**src/rtl/ndsc_pkg.sv**
```systemverilog
// Shared types and constants of the nested delimiter scanner.
`timescale 1ns / 1ps
`default_nettype none

package ndsc_pkg;

  localparam int CH_W         = 8;
  localparam int OFFSET_W     = 17;
  localparam int TERM_LEN_W   = 4;
  localparam int TERM_BYTES_W = 64;
  localparam int CFG_IDX_W    = 4;
  localparam int CFG_DATA_W   = 64;

  // Configuration register indexes.
  localparam logic [CFG_IDX_W-1:0] CFG_TERM_LEN   = 4'd0;
  localparam logic [CFG_IDX_W-1:0] CFG_TERM_BYTES = 4'd1;

  // Characters with a meaning to the scanner.
  localparam logic [CH_W-1:0] CH_LBRACE  = 8'h7B;
  localparam logic [CH_W-1:0] CH_RBRACE  = 8'h7D;
  localparam logic [CH_W-1:0] CH_LSQUARE = 8'h5B;
  localparam logic [CH_W-1:0] CH_RSQUARE = 8'h5D;
  localparam logic [CH_W-1:0] CH_LPAREN  = 8'h28;
  localparam logic [CH_W-1:0] CH_RPAREN  = 8'h29;
  localparam logic [CH_W-1:0] CH_DQUOTE  = 8'h22;
  localparam logic [CH_W-1:0] CH_SQUOTE  = 8'h27;
  localparam logic [CH_W-1:0] CH_BSLASH  = 8'h5C;

  typedef enum logic [1:0] {
    CL_BRACE  = 2'd0,
    CL_SQUARE = 2'd1,
    CL_PAREN  = 2'd2
  } closer_e;

  typedef enum logic [1:0] {
    Q_NONE   = 2'd0,
    Q_DOUBLE = 2'd1,
    Q_SINGLE = 2'd2
  } quote_e;

  // Control word of the closer stack.
  typedef struct packed {
    logic    clear;
    logic    push;
    logic    pop;
    closer_e code;
  } stk_ctrl_t;

  // Control word shared by all cells of the byte window.
  typedef struct packed {
    logic clear;
    logic shift;
  } win_ctrl_t;

  // One result beat.
  typedef struct packed {
    logic                found;
    logic [OFFSET_W-1:0] offset;
    logic                overflow;
  } res_t;

endpackage

`default_nettype wire

```
**src/rtl/ndsc_if.sv**
```systemverilog
// Handshake channel interfaces of the nested delimiter scanner.
`timescale 1ns / 1ps
`default_nettype none

interface ndsc_in_if;
  logic                      valid;
  logic                      ready;
  logic [ndsc_pkg::CH_W-1:0] ch;
  logic                      is_last;

  modport source (output valid, output ch, output is_last, input ready);
  modport sink   (input valid, input ch, input is_last, output ready);
endinterface

interface ndsc_res_if;
  logic                          valid;
  logic                          ready;
  logic                          found;
  logic [ndsc_pkg::OFFSET_W-1:0] offset;
  logic                          overflow;

  modport source (output valid, output found, output offset, output overflow, input ready);
  modport sink   (input valid, input found, input offset, input overflow, output ready);
endinterface

interface ndsc_cfg_if;
  logic                            valid;
  logic                            ready;
  logic [ndsc_pkg::CFG_IDX_W-1:0]  index;
  logic [ndsc_pkg::CFG_DATA_W-1:0] data;

  modport source (output valid, output index, output data, input ready);
  modport sink   (input valid, input index, input data, output ready);
endinterface

`default_nettype wire

```
**src/rtl/ndsc_win_cell.sv**
```systemverilog
// One cell of the recent-byte window: a byte, its eligibility mark and a compare.
`timescale 1ns / 1ps
`default_nettype none

module ndsc_win_cell (
  input  logic                      clk_i,
  input  logic                      rst_ni,
  input  ndsc_pkg::win_ctrl_t       ctrl_i,
  input  logic [ndsc_pkg::CH_W-1:0] byte_i,
  input  logic                      elig_i,
  input  logic [ndsc_pkg::CH_W-1:0] want_i,
  input  logic                      active_i,
  output logic [ndsc_pkg::CH_W-1:0] byte_o,
  output logic                      elig_o,
  output logic                      match_o
);

  logic [ndsc_pkg::CH_W-1:0] byte_q;
  logic                      elig_q;

  // The compare looks at the byte that moves into this cell in this cycle.
  assign match_o = !active_i || (byte_i == want_i);
  assign byte_o  = byte_q;
  assign elig_o  = elig_q;

  always_ff @(posedge clk_i or negedge rst_ni) begin
    if (!rst_ni) begin
      elig_q <= 1'b0;
    end else if (ctrl_i.clear) begin
      elig_q <= 1'b0;
    end else if (ctrl_i.shift) begin
      elig_q <= elig_i;
    end
  end

  always_ff @(posedge clk_i) begin
    if (ctrl_i.shift) begin
      byte_q <= byte_i;
    end
  end

endmodule

`default_nettype wire

```
**src/rtl/ndsc_closer_stack.sv**
```systemverilog
// Stack of expected closing brackets: top in a register, the rest in a memory.
`timescale 1ns / 1ps
`default_nettype none

module ndsc_closer_stack #(
  parameter int STACK_DEPTH = 16,
  localparam int CNT_W = $clog2(STACK_DEPTH + 1),
  localparam int MEM_D = (STACK_DEPTH > 1) ? STACK_DEPTH - 1 : 1,
  localparam int AW    = (MEM_D > 1) ? $clog2(MEM_D) : 1
) (
  input  logic                clk_i,
  input  logic                rst_ni,
  input  ndsc_pkg::stk_ctrl_t ctrl_i,
  output logic [CNT_W-1:0]    count_o,
  output logic                full_o,
  output ndsc_pkg::closer_e   top_o
);

  localparam logic [CNT_W-1:0] DEPTH_C = CNT_W'(STACK_DEPTH);

  ndsc_pkg::closer_e mem_q [MEM_D];
  ndsc_pkg::closer_e top_q;
  ndsc_pkg::closer_e rd_q;
  ndsc_pkg::closer_e byp_data_q;
  ndsc_pkg::closer_e second;
  logic              byp_q;
  logic [CNT_W-1:0]  count_q;
  logic [CNT_W-1:0]  count_d;
  logic [CNT_W-1:0]  rd_idx;
  logic [AW-1:0]     wr_addr;
  logic [AW-1:0]     rd_addr;
  logic              do_push;

  assign full_o  = (count_q == DEPTH_C);
  assign do_push = ctrl_i.push && !full_o;
  assign count_o = count_q;
  assign top_o   = top_q;

  // Entry just below the top: a push hands the old top over directly, since the
  // memory is written with it at the very address that is read.
  assign second = byp_q ? byp_data_q : rd_q;

  always_comb begin
    count_d = count_q;
    if (ctrl_i.clear) begin
      count_d = '0;
    end else if (do_push) begin
      count_d = count_q + CNT_W'(1);
    end else if (ctrl_i.pop) begin
      count_d = count_q - CNT_W'(1);
    end
  end

  assign rd_idx  = (count_d >= CNT_W'(2)) ? count_d - CNT_W'(2) : '0;
  assign rd_addr = AW'(rd_idx);
  assign wr_addr = AW'(count_q - CNT_W'(1));

  always_ff @(posedge clk_i or negedge rst_ni) begin
    if (!rst_ni) begin
      count_q <= '0;
      byp_q   <= 1'b0;
    end else begin
      count_q <= count_d;
      byp_q   <= do_push;
    end
  end

  always_ff @(posedge clk_i) begin
    if (do_push && (count_q != '0)) begin
      mem_q[wr_addr] <= top_q;
    end
    rd_q       <= mem_q[rd_addr];
    byp_data_q <= top_q;
    if (do_push) begin
      top_q <= ctrl_i.code;
    end else if (ctrl_i.pop) begin
      top_q <= second;
    end
  end

  a_full_push_holds : assert property (@(posedge clk_i) disable iff (!rst_ni)
    ctrl_i.push && full_o && !ctrl_i.clear |=> count_q == $past(count_q))
    else $error("push onto a full stack changed its count");

  a_push_sets_top : assert property (@(posedge clk_i) disable iff (!rst_ni)
    do_push && !ctrl_i.clear |=> top_q == $past(ctrl_i.code) && count_q != '0)
    else $error("pushed closer is not on top");

  a_pop_nonempty : assert property (@(posedge clk_i) disable iff (!rst_ni)
    ctrl_i.pop |-> count_q != '0 && !ctrl_i.push)
    else $error("pop from an empty stack or together with a push");

endmodule

`default_nettype wire

```
**src/rtl/nested_delimiter_scanner_core.sv**
```systemverilog
// Top level of the nested delimiter scanner: lexer state, window cells, stack, result queue.
//
//   channel  dir  beat payload            accepted when
//   cfg_i    in   index, data             cfg_i.valid && cfg_i.ready (always ready)
//   in_i     in   ch, is_last             in_i.valid && in_i.ready
//   res_o    out  found, offset, overflow res_o.valid && res_o.ready
//
// One text byte is taken in every cycle while the queue has room; its result, if any,
// is in the result queue after the following clock edge. The per-byte loop is the lexer,
// the stack top and the window compare, all of which settle in the cycle of the byte.
// The result queue holds two beats; input stalls only while both are waiting.
// Reset leaves the terminator at one zero byte and the scan state empty; the stack
// memory needs no clearing pass, as only entries written during the text are read.
`timescale 1ns / 1ps
`default_nettype none

module nested_delimiter_scanner_core #(
  parameter int STACK_DEPTH = 16,
  parameter int MAX_TERM    = 8,
  parameter int MAX_LEN     = 65536
) (
  input  logic              clk_i,
  input  logic              rst_ni,
  ndsc_cfg_if.sink          cfg_i,
  ndsc_in_if.sink           in_i,
  ndsc_res_if.source        res_o
);

  localparam int CNT_W = $clog2(STACK_DEPTH + 1);
  localparam int CW    = $clog2(MAX_LEN + 1);
  localparam int XW    = CW + ndsc_pkg::OFFSET_W;
  localparam int TW    = (MAX_TERM > 1) ? $clog2(MAX_TERM) : 1;
  localparam int LW    = ndsc_pkg::TERM_LEN_W;
  localparam logic [CW-1:0] MAX_LEN_C  = CW'(MAX_LEN);
  localparam logic [LW-1:0] MAX_TERM_C = LW'(MAX_TERM);

  // Configuration registers.
  logic [LW-1:0]                     term_len_q;
  logic [ndsc_pkg::TERM_BYTES_W-1:0] term_bytes_q;

  // Scan state.
  ndsc_pkg::quote_e quote_q, quote_d;
  logic             esc_q, esc_d;
  logic [CW-1:0]    byte_cnt_q, byte_cnt_d;
  logic             match_done_q, match_done_d;
  logic             ovf_q, ovf_d;

  logic             acc;
  logic             live;
  logic             last;
  logic [ndsc_pkg::CH_W-1:0] ch;
  logic             plain;
  logic             is_opener;
  logic             elig;
  logic             hit;
  logic             ovf_now;
  logic             res_push;
  logic [LW-1:0]    len_eff;
  logic [LW-1:0]    back;
  logic [TW-1:0]    tap;

  // Stack side.
  ndsc_pkg::stk_ctrl_t stk_ctrl;
  ndsc_pkg::closer_e   stk_top;
  ndsc_pkg::closer_e   open_code;
  ndsc_pkg::closer_e   close_code;
  logic                close_valid;
  logic [CNT_W-1:0]    stk_count;
  logic                stk_full;

  // Window chain.
  ndsc_pkg::win_ctrl_t       win_ctrl;
  logic [ndsc_pkg::CH_W-1:0] win_byte_in  [MAX_TERM];
  logic [ndsc_pkg::CH_W-1:0] win_byte_out [MAX_TERM];
  logic [MAX_TERM-1:0]       win_elig_in;
  logic [MAX_TERM-1:0]       win_elig_out;
  logic [MAX_TERM-1:0]       win_match;

  // Result queue.
  ndsc_pkg::res_t res_new;
  ndsc_pkg::res_t head_q, tail_q;
  logic [1:0]     res_cnt_q;
  logic           res_pop;

  logic [CW-1:0]  off_full;
  logic [CW-1:0]  len_full;
  logic [XW-1:0]  off_x;
  logic [XW-1:0]  len_x;

  // ---------------------------------------------------------------------------
  // Config: always ready; user must send writes only while the block is idle (unchecked).
  // ---------------------------------------------------------------------------
  assign cfg_i.ready = 1'b1;

  always_ff @(posedge clk_i or negedge rst_ni) begin
    if (!rst_ni) begin
      term_len_q   <= LW'(1);
      term_bytes_q <= '0;
    end else if (cfg_i.valid) begin
      unique case (cfg_i.index)
        ndsc_pkg::CFG_TERM_LEN:   term_len_q   <= cfg_i.data[LW-1:0];
        ndsc_pkg::CFG_TERM_BYTES: term_bytes_q <= cfg_i.data;
        default: ;
      endcase
    end
  end

  // A length beyond the window acts as the full window.
  assign len_eff = (term_len_q > MAX_TERM_C) ? MAX_TERM_C : term_len_q;
  assign back    = (len_eff == '0) ? '0 : len_eff - LW'(1);
  assign tap     = TW'(back);

  // ---------------------------------------------------------------------------
  // Input side and lexer. Once a match is reported the rest of the text is
  // swallowed; only its last byte still clears the state.
  // ---------------------------------------------------------------------------
  assign in_i.ready = (res_cnt_q != 2'd2);
  assign acc        = in_i.valid && in_i.ready;
  assign ch         = in_i.ch;
  assign last       = in_i.is_last;
  assign live       = acc && !match_done_q;

  // A byte seen outside strings and escapes.
  assign plain = !esc_q && (quote_q == ndsc_pkg::Q_NONE);

  assign is_opener = (ch == ndsc_pkg::CH_LBRACE) || (ch == ndsc_pkg::CH_LSQUARE) ||
                     (ch == ndsc_pkg::CH_LPAREN);

  assign elig = plain && (stk_count == '0) && !is_opener &&
                (ch != ndsc_pkg::CH_DQUOTE) && (ch != ndsc_pkg::CH_SQUOTE) &&
                (ch != ndsc_pkg::CH_BSLASH);

  always_comb begin
    open_code = ndsc_pkg::CL_PAREN;
    if (ch == ndsc_pkg::CH_LBRACE) begin
      open_code = ndsc_pkg::CL_BRACE;
    end else if (ch == ndsc_pkg::CH_LSQUARE) begin
      open_code = ndsc_pkg::CL_SQUARE;
    end
  end

  always_comb begin
    close_valid = 1'b1;
    close_code  = ndsc_pkg::CL_PAREN;
    if (ch == ndsc_pkg::CH_RBRACE) begin
      close_code = ndsc_pkg::CL_BRACE;
    end else if (ch == ndsc_pkg::CH_RSQUARE) begin
      close_code = ndsc_pkg::CL_SQUARE;
    end else if (ch != ndsc_pkg::CH_RPAREN) begin
      close_valid = 1'b0;
    end
  end

  always_comb begin
    quote_d = quote_q;
    esc_d   = esc_q;
    if (esc_q) begin
      esc_d = 1'b0;
    end else if (quote_q == ndsc_pkg::Q_DOUBLE) begin
      if (ch == ndsc_pkg::CH_DQUOTE) begin
        quote_d = ndsc_pkg::Q_NONE;
      end else if (ch == ndsc_pkg::CH_BSLASH) begin
        esc_d = 1'b1;
      end
    end else if (quote_q == ndsc_pkg::Q_SINGLE) begin
      if (ch == ndsc_pkg::CH_SQUOTE) begin
        quote_d = ndsc_pkg::Q_NONE;
      end else if (ch == ndsc_pkg::CH_BSLASH) begin
        esc_d = 1'b1;
      end
    end else if (ch == ndsc_pkg::CH_DQUOTE) begin
      quote_d = ndsc_pkg::Q_DOUBLE;
    end else if (ch == ndsc_pkg::CH_SQUOTE) begin
      quote_d = ndsc_pkg::Q_SINGLE;
    end else if (ch == ndsc_pkg::CH_BSLASH) begin
      esc_d = 1'b1;
    end
  end

  // Stack requests. A closer that does not match the top is simply ignored.
  assign stk_ctrl.clear = acc && last;
  assign stk_ctrl.push  = live && plain && is_opener;
  assign stk_ctrl.pop   = live && plain && (stk_count != '0) && close_valid &&
                          (close_code == stk_top);
  assign stk_ctrl.code  = open_code;

  ndsc_closer_stack #(
    .STACK_DEPTH (STACK_DEPTH)
  ) u_stack (
    .clk_i   (clk_i),
    .rst_ni  (rst_ni),
    .ctrl_i  (stk_ctrl),
    .count_o (stk_count),
    .full_o  (stk_full),
    .top_o   (stk_top)
  );

  // The overflow of this very byte already counts for its own result.
  assign ovf_now = ovf_q || (stk_ctrl.push && stk_full);

  // ---------------------------------------------------------------------------
  // Window chain. Cell 0 takes the new byte, every other cell the content of
  // its neighbour; cell k compares against terminator byte len-1-k.
  // ---------------------------------------------------------------------------
  assign win_ctrl.clear = acc && last;
  assign win_ctrl.shift = live;

  for (genvar k = 0; k < MAX_TERM; k++) begin : g_cell
    localparam logic [LW-1:0] K_C = LW'(k);
    logic          active;
    logic [LW-1:0] j;
    logic [2:0]    jsel;
    logic [ndsc_pkg::CH_W-1:0] want;

    assign active = (K_C < len_eff);
    assign j      = len_eff - LW'(1) - K_C;
    assign jsel   = j[2:0];
    assign want   = term_bytes_q[{jsel, 3'b000} +: ndsc_pkg::CH_W];

    if (k == 0) begin : g_head
      assign win_byte_in[k] = ch;
      assign win_elig_in[k] = elig;
    end else begin : g_link
      assign win_byte_in[k] = win_byte_out[k-1];
      assign win_elig_in[k] = win_elig_out[k-1];
    end

    ndsc_win_cell u_cell (
      .clk_i    (clk_i),
      .rst_ni   (rst_ni),
      .ctrl_i   (win_ctrl),
      .byte_i   (win_byte_in[k]),
      .elig_i   (win_elig_in[k]),
      .want_i   (want),
      .active_i (active),
      .byte_o   (win_byte_out[k]),
      .elig_o   (win_elig_out[k]),
      .match_o  (win_match[k])
    );
  end

  // The oldest byte of the candidate must have been eligible; with an empty
  // terminator that is the new byte itself.
  assign hit = live && win_elig_in[tap] && (&win_match);

  // ---------------------------------------------------------------------------
  // Offsets. The reported start saturates at the length limit.
  // ---------------------------------------------------------------------------
  assign off_full = ((byte_cnt_q >= MAX_LEN_C) || (CW'(back) > byte_cnt_q)) ?
                    MAX_LEN_C : byte_cnt_q - CW'(back);
  assign len_full = (byte_cnt_q >= MAX_LEN_C) ? MAX_LEN_C : byte_cnt_q + CW'(1);
  assign off_x    = XW'(off_full);
  assign len_x    = XW'(len_full);

  assign res_new.found    = hit;
  assign res_new.offset   = hit ? off_x[ndsc_pkg::OFFSET_W-1:0]
                                : len_x[ndsc_pkg::OFFSET_W-1:0];
  assign res_new.overflow = ovf_now;
  assign res_push         = hit || (live && last);

  always_comb begin
    match_done_d = match_done_q;
    ovf_d        = ovf_q;
    byte_cnt_d   = byte_cnt_q;
    if (acc && last) begin
      match_done_d = 1'b0;
      ovf_d        = 1'b0;
      byte_cnt_d   = '0;
    end else if (live) begin
      match_done_d = hit;
      ovf_d        = ovf_now;
      if (byte_cnt_q < MAX_LEN_C) begin
        byte_cnt_d = byte_cnt_q + CW'(1);
      end
    end
  end

  always_ff @(posedge clk_i or negedge rst_ni) begin
    if (!rst_ni) begin
      quote_q      <= ndsc_pkg::Q_NONE;
      esc_q        <= 1'b0;
      match_done_q <= 1'b0;
      ovf_q        <= 1'b0;
      byte_cnt_q   <= '0;
    end else begin
      match_done_q <= match_done_d;
      ovf_q        <= ovf_d;
      byte_cnt_q   <= byte_cnt_d;
      if (acc && last) begin
        quote_q <= ndsc_pkg::Q_NONE;
        esc_q   <= 1'b0;
      end else if (live) begin
        quote_q <= quote_d;
        esc_q   <= esc_d;
      end
    end
  end

  // ---------------------------------------------------------------------------
  // Two-beat result queue; the head drives the output channel.
  // ---------------------------------------------------------------------------
  assign res_pop        = res_o.valid && res_o.ready;
  assign res_o.valid    = (res_cnt_q != 2'd0);
  assign res_o.found    = head_q.found;
  assign res_o.offset   = head_q.offset;
  assign res_o.overflow = head_q.overflow;

  always_ff @(posedge clk_i or negedge rst_ni) begin
    if (!rst_ni) begin
      res_cnt_q <= 2'd0;
    end else if (res_push && !res_pop) begin
      res_cnt_q <= res_cnt_q + 2'd1;
    end else if (res_pop && !res_push) begin
      res_cnt_q <= res_cnt_q - 2'd1;
    end
  end

  always_ff @(posedge clk_i) begin
    if (res_pop) begin
      if (res_push && (res_cnt_q == 2'd1)) begin
        head_q <= res_new;
      end else begin
        head_q <= tail_q;
        if (res_push) begin
          tail_q <= res_new;
        end
      end
    end else if (res_push) begin
      if (res_cnt_q == 2'd0) begin
        head_q <= res_new;
      end else begin
        tail_q <= res_new;
      end
    end
  end

  // ---------------------------------------------------------------------------
  // Checks on the scan state.
  // ---------------------------------------------------------------------------
  a_last_clears : assert property (@(posedge clk_i) disable iff (!rst_ni)
    acc && last |=> byte_cnt_q == '0 && !match_done_q && stk_count == '0 && !ovf_q)
    else $error("scan state not cleared after the last byte");

  a_escape_single : assert property (@(posedge clk_i) disable iff (!rst_ni)
    live && esc_q && !last |=> !esc_q)
    else $error("escape outlived the byte it covers");

  a_hit_latches : assert property (@(posedge clk_i) disable iff (!rst_ni)
    hit && !last |=> match_done_q && res_cnt_q != 2'd0)
    else $error("match not recorded or its result lost");

endmodule

`default_nettype wire

```
**src/flat_wrapper.sv**
```systemverilog
// flat-port wrapper written by rule: the top's interface ports become plain ports
module nested_delimiter_scanner_core_flat 
#(
  parameter int STACK_DEPTH = 16,
  parameter int MAX_TERM    = 8,
  parameter int MAX_LEN     = 65536
)
  (clk_i, rst_ni, cfg_i_valid, cfg_i_index, cfg_i_data, cfg_i_ready, in_i_valid, in_i_ch, in_i_is_last, in_i_ready, res_o_valid, res_o_found, res_o_offset, res_o_overflow, res_o_ready);
  ndsc_cfg_if cfg_i_i ();
  ndsc_in_if in_i_i ();
  ndsc_res_if res_o_i ();
  input  logic clk_i;
  input  logic rst_ni;
  input wire logic [$bits(cfg_i_i.valid)-1:0] cfg_i_valid;
  input wire logic [$bits(cfg_i_i.index)-1:0] cfg_i_index;
  input wire logic [$bits(cfg_i_i.data)-1:0] cfg_i_data;
  output wire logic [$bits(cfg_i_i.ready)-1:0] cfg_i_ready;
  input wire logic [$bits(in_i_i.valid)-1:0] in_i_valid;
  input wire logic [$bits(in_i_i.ch)-1:0] in_i_ch;
  input wire logic [$bits(in_i_i.is_last)-1:0] in_i_is_last;
  output wire logic [$bits(in_i_i.ready)-1:0] in_i_ready;
  output wire logic [$bits(res_o_i.valid)-1:0] res_o_valid;
  output wire logic [$bits(res_o_i.found)-1:0] res_o_found;
  output wire logic [$bits(res_o_i.offset)-1:0] res_o_offset;
  output wire logic [$bits(res_o_i.overflow)-1:0] res_o_overflow;
  input wire logic [$bits(res_o_i.ready)-1:0] res_o_ready;
  assign cfg_i_i.valid = cfg_i_valid;
  assign cfg_i_i.index = cfg_i_index;
  assign cfg_i_i.data = cfg_i_data;
  assign cfg_i_ready = cfg_i_i.ready;
  assign in_i_i.valid = in_i_valid;
  assign in_i_i.ch = in_i_ch;
  assign in_i_i.is_last = in_i_is_last;
  assign in_i_ready = in_i_i.ready;
  assign res_o_valid = res_o_i.valid;
  assign res_o_found = res_o_i.found;
  assign res_o_offset = res_o_i.offset;
  assign res_o_overflow = res_o_i.overflow;
  assign res_o_i.ready = res_o_ready;
  nested_delimiter_scanner_core #(.STACK_DEPTH(STACK_DEPTH), .MAX_TERM(MAX_TERM), .MAX_LEN(MAX_LEN)) u_core (.clk_i(clk_i), .rst_ni(rst_ni), .cfg_i(cfg_i_i), .in_i(in_i_i), .res_o(res_o_i));
endmodule
```
**config.mk**
```make
export PLATFORM = sky130hd
export DESIGN_NAME = nested_delimiter_scanner_core_flat
export DESIGN_NICKNAME = d
export VERILOG_FILES = /design/src/rtl/ndsc_pkg.sv /design/src/rtl/ndsc_if.sv /design/src/rtl/ndsc_win_cell.sv /design/src/rtl/ndsc_closer_stack.sv /design/src/rtl/nested_delimiter_scanner_core.sv /design/src/flat_wrapper.sv
export SDC_FILE = /design/constraint.sdc
export NUM_CORES = 1
export LEC_CHECK = 0
export ABC_AREA = 1
export BUFFER_PORTS_ARGS = -buffer_cell sky130_fd_sc_hd__buf_2
export CAP_MARGIN = 20
export CORE_AREA = 2 2 198 200
export CTS_CLUSTER_DIAMETER = 100
export CTS_CLUSTER_SIZE = 12
export DETAILED_ROUTE_END_ITERATION = 16
export DIE_AREA = 0 0 200 202
export GPL_ROUTABILITY_DRIVEN = 0
export GPL_TIMING_DRIVEN = 0
export SYNTH_ARGS = -nofsm -noshare
export SYNTH_HDL_FRONTEND = slang
export SYNTH_SLANG_ARGS = --single-unit
export TNS_END_PERCENT = 5
```
**constraint.sdc**
```tcl
create_clock -name clk_i -period 6 [get_ports clk_i]
set_input_delay 0.6 -clock clk_i [delete_from_list [all_inputs] [get_ports clk_i]]
set_output_delay 0.6 -clock clk_i [all_outputs]
set_load 0.01 [all_outputs]
```
==> impl_results.md <==
* Slew at the pin closest to its max-slew limit at 900 ps
* Count of clock tree sinks at 235
* IO Port Bufs at 102
* Power density over the cells at 416 nW/um2
* Achievable clock frequency at 0.180 GHz
* Clock latency at the later pin of the worst-skew pair at 550 ps
* Final routed wire length divided by cell count at 17.0 um
* Critical path endpoint category: register
* Worst clock skew on the final layout at 23.6 ps
* Tcrit/Tclk final at 92.8%
* Area of the core at 38300 um2
* Post-synthesis cell area at 14700 um2
* Library cells used by synthesis at 51
* Fin crit period at 5570 ps
* Most instantiated library cell after synthesis: sky130_fd_sc_hd__nand2_1
* Worst reg-to-reg setup slack at 430 ps
* Maximum number of pins on one net before global-route repair at 66
* Maximum number of buffers from clock root to sink at 3
* CP arrival at 5720 ps
* Critical path peak fanout at 19
* Die outline height at 202 um
* Status: complete, no violations
* Via count of the first global-routing pass at 13000
* Length in cells of the worst reg-to-reg path at 23
* First-pass iteration count of the detailed router at 8
* Final Net Count at 2234
* Cells after Synth at 2005
* Worst supply voltage drop on vdd at 0.000223 V
* Static Leakage at 8.17 nW
* Share of the yosys chip area belonging to registers at 44.2%
* Critical Path Source Type: register
* Antenna Nets Post-Route at 0
* Final core area utilization at 43.3%
* Required time of the critical path at 6160 ps
* I/O pin count at 104
* Ys flop type: sky130_fd_sc_hd__edfxtp_1
* Number of synthesized flops with an enable pin at 126
* FF-to-FF End: u_core.tail_q[17]
* CTS-repair resized insts at 0
* Full die area at 40400 um2
* Post CTS Setup Buffer Count at 0
* Top post-synthesis cells by area: sky130_fd_sc_hd__edfxtp_1 (26%), sky130_fd_sc_hd__nand2_1 (19%), sky130_fd_sc_hd__dfrtp_1 (18%), sky130_fd_sc_hd__nand3_1 (7.9%), sky130_fd_sc_hd__inv_1 (5.4%)
* Yosys top cell area share at 25.7%
* Number of antenna violations at the first check in global routing at 6
* Via/cell ratio at 5.18
* Number of CTS-inserted buffers at 23
* TritonCTS clock tree: done
* Beginning of the worst register-to-register path: u_core.term_len_q[2]
* Total grt overflow at 0
* Number of cell rows at 72
* Die Span X at 200 um
* Worst hold path class: primary input to asynchronous set/reset pin
* Final wirelength at 45.5 mm
* Type of the worst setup path: register to register
* Share of flip-flops with an asynchronous set or reset at 44.7%
* Largest area contributor in the synthesized netlist: sky130_fd_sc_hd__edfxtp_1
* Overall routing resource usage at 22.9%
* Syn_area_per_cell at 7.33 um2
* Share of cells above drive strength 1 at 11.0%
* Remaining max-slew budget at the tightest pin at 40.0%
* Count of state elements after synthesis at 235
* Layout overhead on the synthesized area at 12.8%
* Count of pins over their slew limit at 0
* Final hold violations at 0
* Count of final setup violators at 0
* Drt initial violations at 1578
* Final HPWL from detailed placement at 35.7 mm
* Unrepaired setup endpoints after global routing: false
* MaxCap Viol Count at 0
* # H-tree levels at 1
* Wire length of the first global-routing pass at 71.2 mm
* Starting density of the core at 38.4%
* Via count of the routed design at 13900
* Post-detailed-route DRC marker count at 0
* Most instantiated cells after synthesis: sky130_fd_sc_hd__nand2_1 (731), sky130_fd_sc_hd__nand3_1 (233), sky130_fd_sc_hd__inv_1 (212)
* Root Buffer Master: sky130_fd_sc_hd__clkbuf_16
* Synth Warn # at 0
* Total negative slack at 0 ps
* Clock-pin slew of the registers on the worst-case setup and hold paths at 80 ps
## routing by layer
metal  wire length (um)  global-route usage, %  share of wire (%)
met1              20300                   33.2                 45
met2              19600                   34.8                 43
met3               4170                   3.92                9.2
met4               1380                   6.72                3.0
met5                 18                      0              0.040
## sequential cells by signal, indices dropped and copies added, names as in the netlist
| signal | flops |
|---|---|
| u_core.byte_cnt_q | 17 |
| u_core.g_cell.u_cell.byte_o | 56 |
| u_core.u_stack.count_o | 5 |
| u_core.match_done_q | 1 |
| u_core.u_stack.byp_q | 1 |
| u_core.g_cell.u_cell.elig_o | 7 |
| u_core.ovf_q | 1 |
| u_core.u_stack.top_o | 2 |
| u_core.res_cnt_q | 2 |
| u_core.res_o.found | 1 |
| u_core.quote_q | 2 |
| u_core.esc_q | 1 |
| u_core.term_len_q | 4 |
| u_core.term_bytes_q | 64 |
| u_core.u_stack.byp_data_q | 2 |
| u_core.tail_q | 19 |
| u_core.u_stack.mem_q | 30 |
| u_core.u_stack.rd_q | 2 |
| u_core.res_o.offset | 17 |
| u_core.res_o.overflow | 1 |
## cells by family after synthesis
group | count (synthesis) | synth area share, %
AND/OR/NAND/NOR | 1212 | 35.4
buffers and inverters | 298 | 8.49
flip-flops | 235 | 44.2
AO/OA/AOI/OAI | 199 | 7.25
XOR/XNOR | 23 | 1.63
multiplexers | 19 | 1.46
adder cells (fa/ha/maj) | 18 | 1.58
other | 1 | 0.0255
## critical path, cell delays in order (launching register included)
cell	delay [ps]
sky130_fd_sc_hd__dfrtp_1	500
sky130_fd_sc_hd__nor2_1	170
sky130_fd_sc_hd__nand2_1	80
sky130_fd_sc_hd__nand2_2	150
sky130_fd_sc_hd__nand2_2	110
sky130_fd_sc_hd__buf_2	200
sky130_fd_sc_hd__ha_1	290
sky130_fd_sc_hd__buf_2	330
sky130_fd_sc_hd__clkinv_1	260
sky130_fd_sc_hd__clkbuf_1	280
sky130_fd_sc_hd__o21ai_0	710
sky130_fd_sc_hd__nand2_1	180
sky130_fd_sc_hd__nand2_1	130
sky130_fd_sc_hd__nand2_1	50
sky130_fd_sc_hd__nand2_1	50
sky130_fd_sc_hd__nand3_1	60
sky130_fd_sc_hd__nor2_1	140
sky130_fd_sc_hd__nand2_1	90
sky130_fd_sc_hd__nand2_1	150
sky130_fd_sc_hd__nand2_1	80
sky130_fd_sc_hd__nor2_2	170
sky130_fd_sc_hd__nand2_4	120
sky130_fd_sc_hd__nand2_4	110
sky130_fd_sc_hd__and3_1	750
## worst max path at each step
stage	from	end	slack, ps	cells past startpoint
after floorplan	u_core.term_len_q[0]	u_core.res_o.offset[10]	1770	27
after global placement	u_core.term_len_q[0]	u_core.res_o.offset[13]	530	26
final	u_core.term_len_q[2]	u_core.tail_q[17]	430	23
after detailed placement	u_core.term_len_q[0]	u_core.res_o.offset[13]	500	26
after CTS	u_core.term_len_q[0]	u_core.res_o.offset[13]	480	26
after global routing	u_core.term_len_q[0]	u_core.tail_q[14]	90	23
## power breakdown
| part | total, W | internal, W | switching, W |
|---|---|---|---|
| logic | 0.00322 | 0.00101 | 0.00221 |
| registers | 0.00232 | 0.00209 | 0.000234 |
| clock network | 0.00135 | 0.000722 | 0.000631 |
## repair_timing
action,4_1_cts,5_1_grt
endpoints found under the setup margin,0,5
hold buffers,0,0
hold endpoints to repair,0,0
## layout make-up
cell class	count	area, um2
antenna	4	10.0
multi-input combinational	1473	6960
tap	518	648
fill	3935	21700
buffer	76	412
sequential	235	6490
timing repair buffer	104	561
inverter	221	832
clock buffer	40	639
clock inverter	2	16.3
## placed cells by master, fill, tap and decap left out, types with 2 or more instances in the layout
cell type,netlist,routed
sky130_fd_sc_hd__nor2_4,2,2
sky130_fd_sc_hd__xnor2_1,3,3
sky130_fd_sc_hd__nand2_4,5,5
sky130_fd_sc_hd__buf_1,6,6
sky130_fd_sc_hd__inv_1,212,211
sky130_fd_sc_hd__nand2_1,731,731
sky130_fd_sc_hd__mux2_2,19,19
sky130_fd_sc_hd__nor2_1,142,142
sky130_fd_sc_hd__ha_1,17,17
sky130_fd_sc_hd__nand2_2,8,8
sky130_fd_sc_hd__dfxtp_1,4,4
sky130_fd_sc_hd__buf_2,26,127
sky130_fd_sc_hd__o22ai_1,19,19
sky130_fd_sc_hd__or2_2,4,4
sky130_fd_sc_hd__buf_6,9,9
sky130_fd_sc_hd__buf_4,7,8
sky130_fd_sc_hd__nand3_1,233,233
sky130_fd_sc_hd__diode_2,0,4
sky130_fd_sc_hd__clkbuf_1,29,45
sky130_fd_sc_hd__o211ai_1,8,8
sky130_fd_sc_hd__xor2_1,18,18
sky130_fd_sc_hd__dfrtp_1,104,104
sky130_fd_sc_hd__nor2_2,6,6
sky130_fd_sc_hd__nand3_2,10,10
sky130_fd_sc_hd__or2_1,2,2
sky130_fd_sc_hd__conb_1,1,2
sky130_fd_sc_hd__inv_2,5,6
sky130_fd_sc_hd__nand4_1,27,27
sky130_fd_sc_hd__edfxtp_1,126,126
sky130_fd_sc_hd__nand3b_1,22,22
sky130_fd_sc_hd__o21ai_0,99,99
sky130_fd_sc_hd__o21bai_1,2,2
sky130_fd_sc_hd__a21oi_1,53,53
sky130_fd_sc_hd__nor3_1,15,15
sky130_fd_sc_hd__o21ai_1,12,12
sky130_fd_sc_hd__clkbuf_16,0,23
sky130_fd_sc_hd__clkinv_1,3,3
## stage by stage
stage	cells	total power [W]	setup slack (ps)	hold slack (ps)	instance area, um2
after floorplan	2006	0.00451	1770	304	14700
after global placement	2626	0.00541	535	461	15900
after detailed placement	2628	0.00548	497	462	15900
after CTS	2670	0.00686	477	48.3	16600
after global routing	2672	0.00739	88.5	88.3	16600
final	2673	0.00690	431	57.2	16600
No activity file was read; power rests on OpenSTA's default activity.
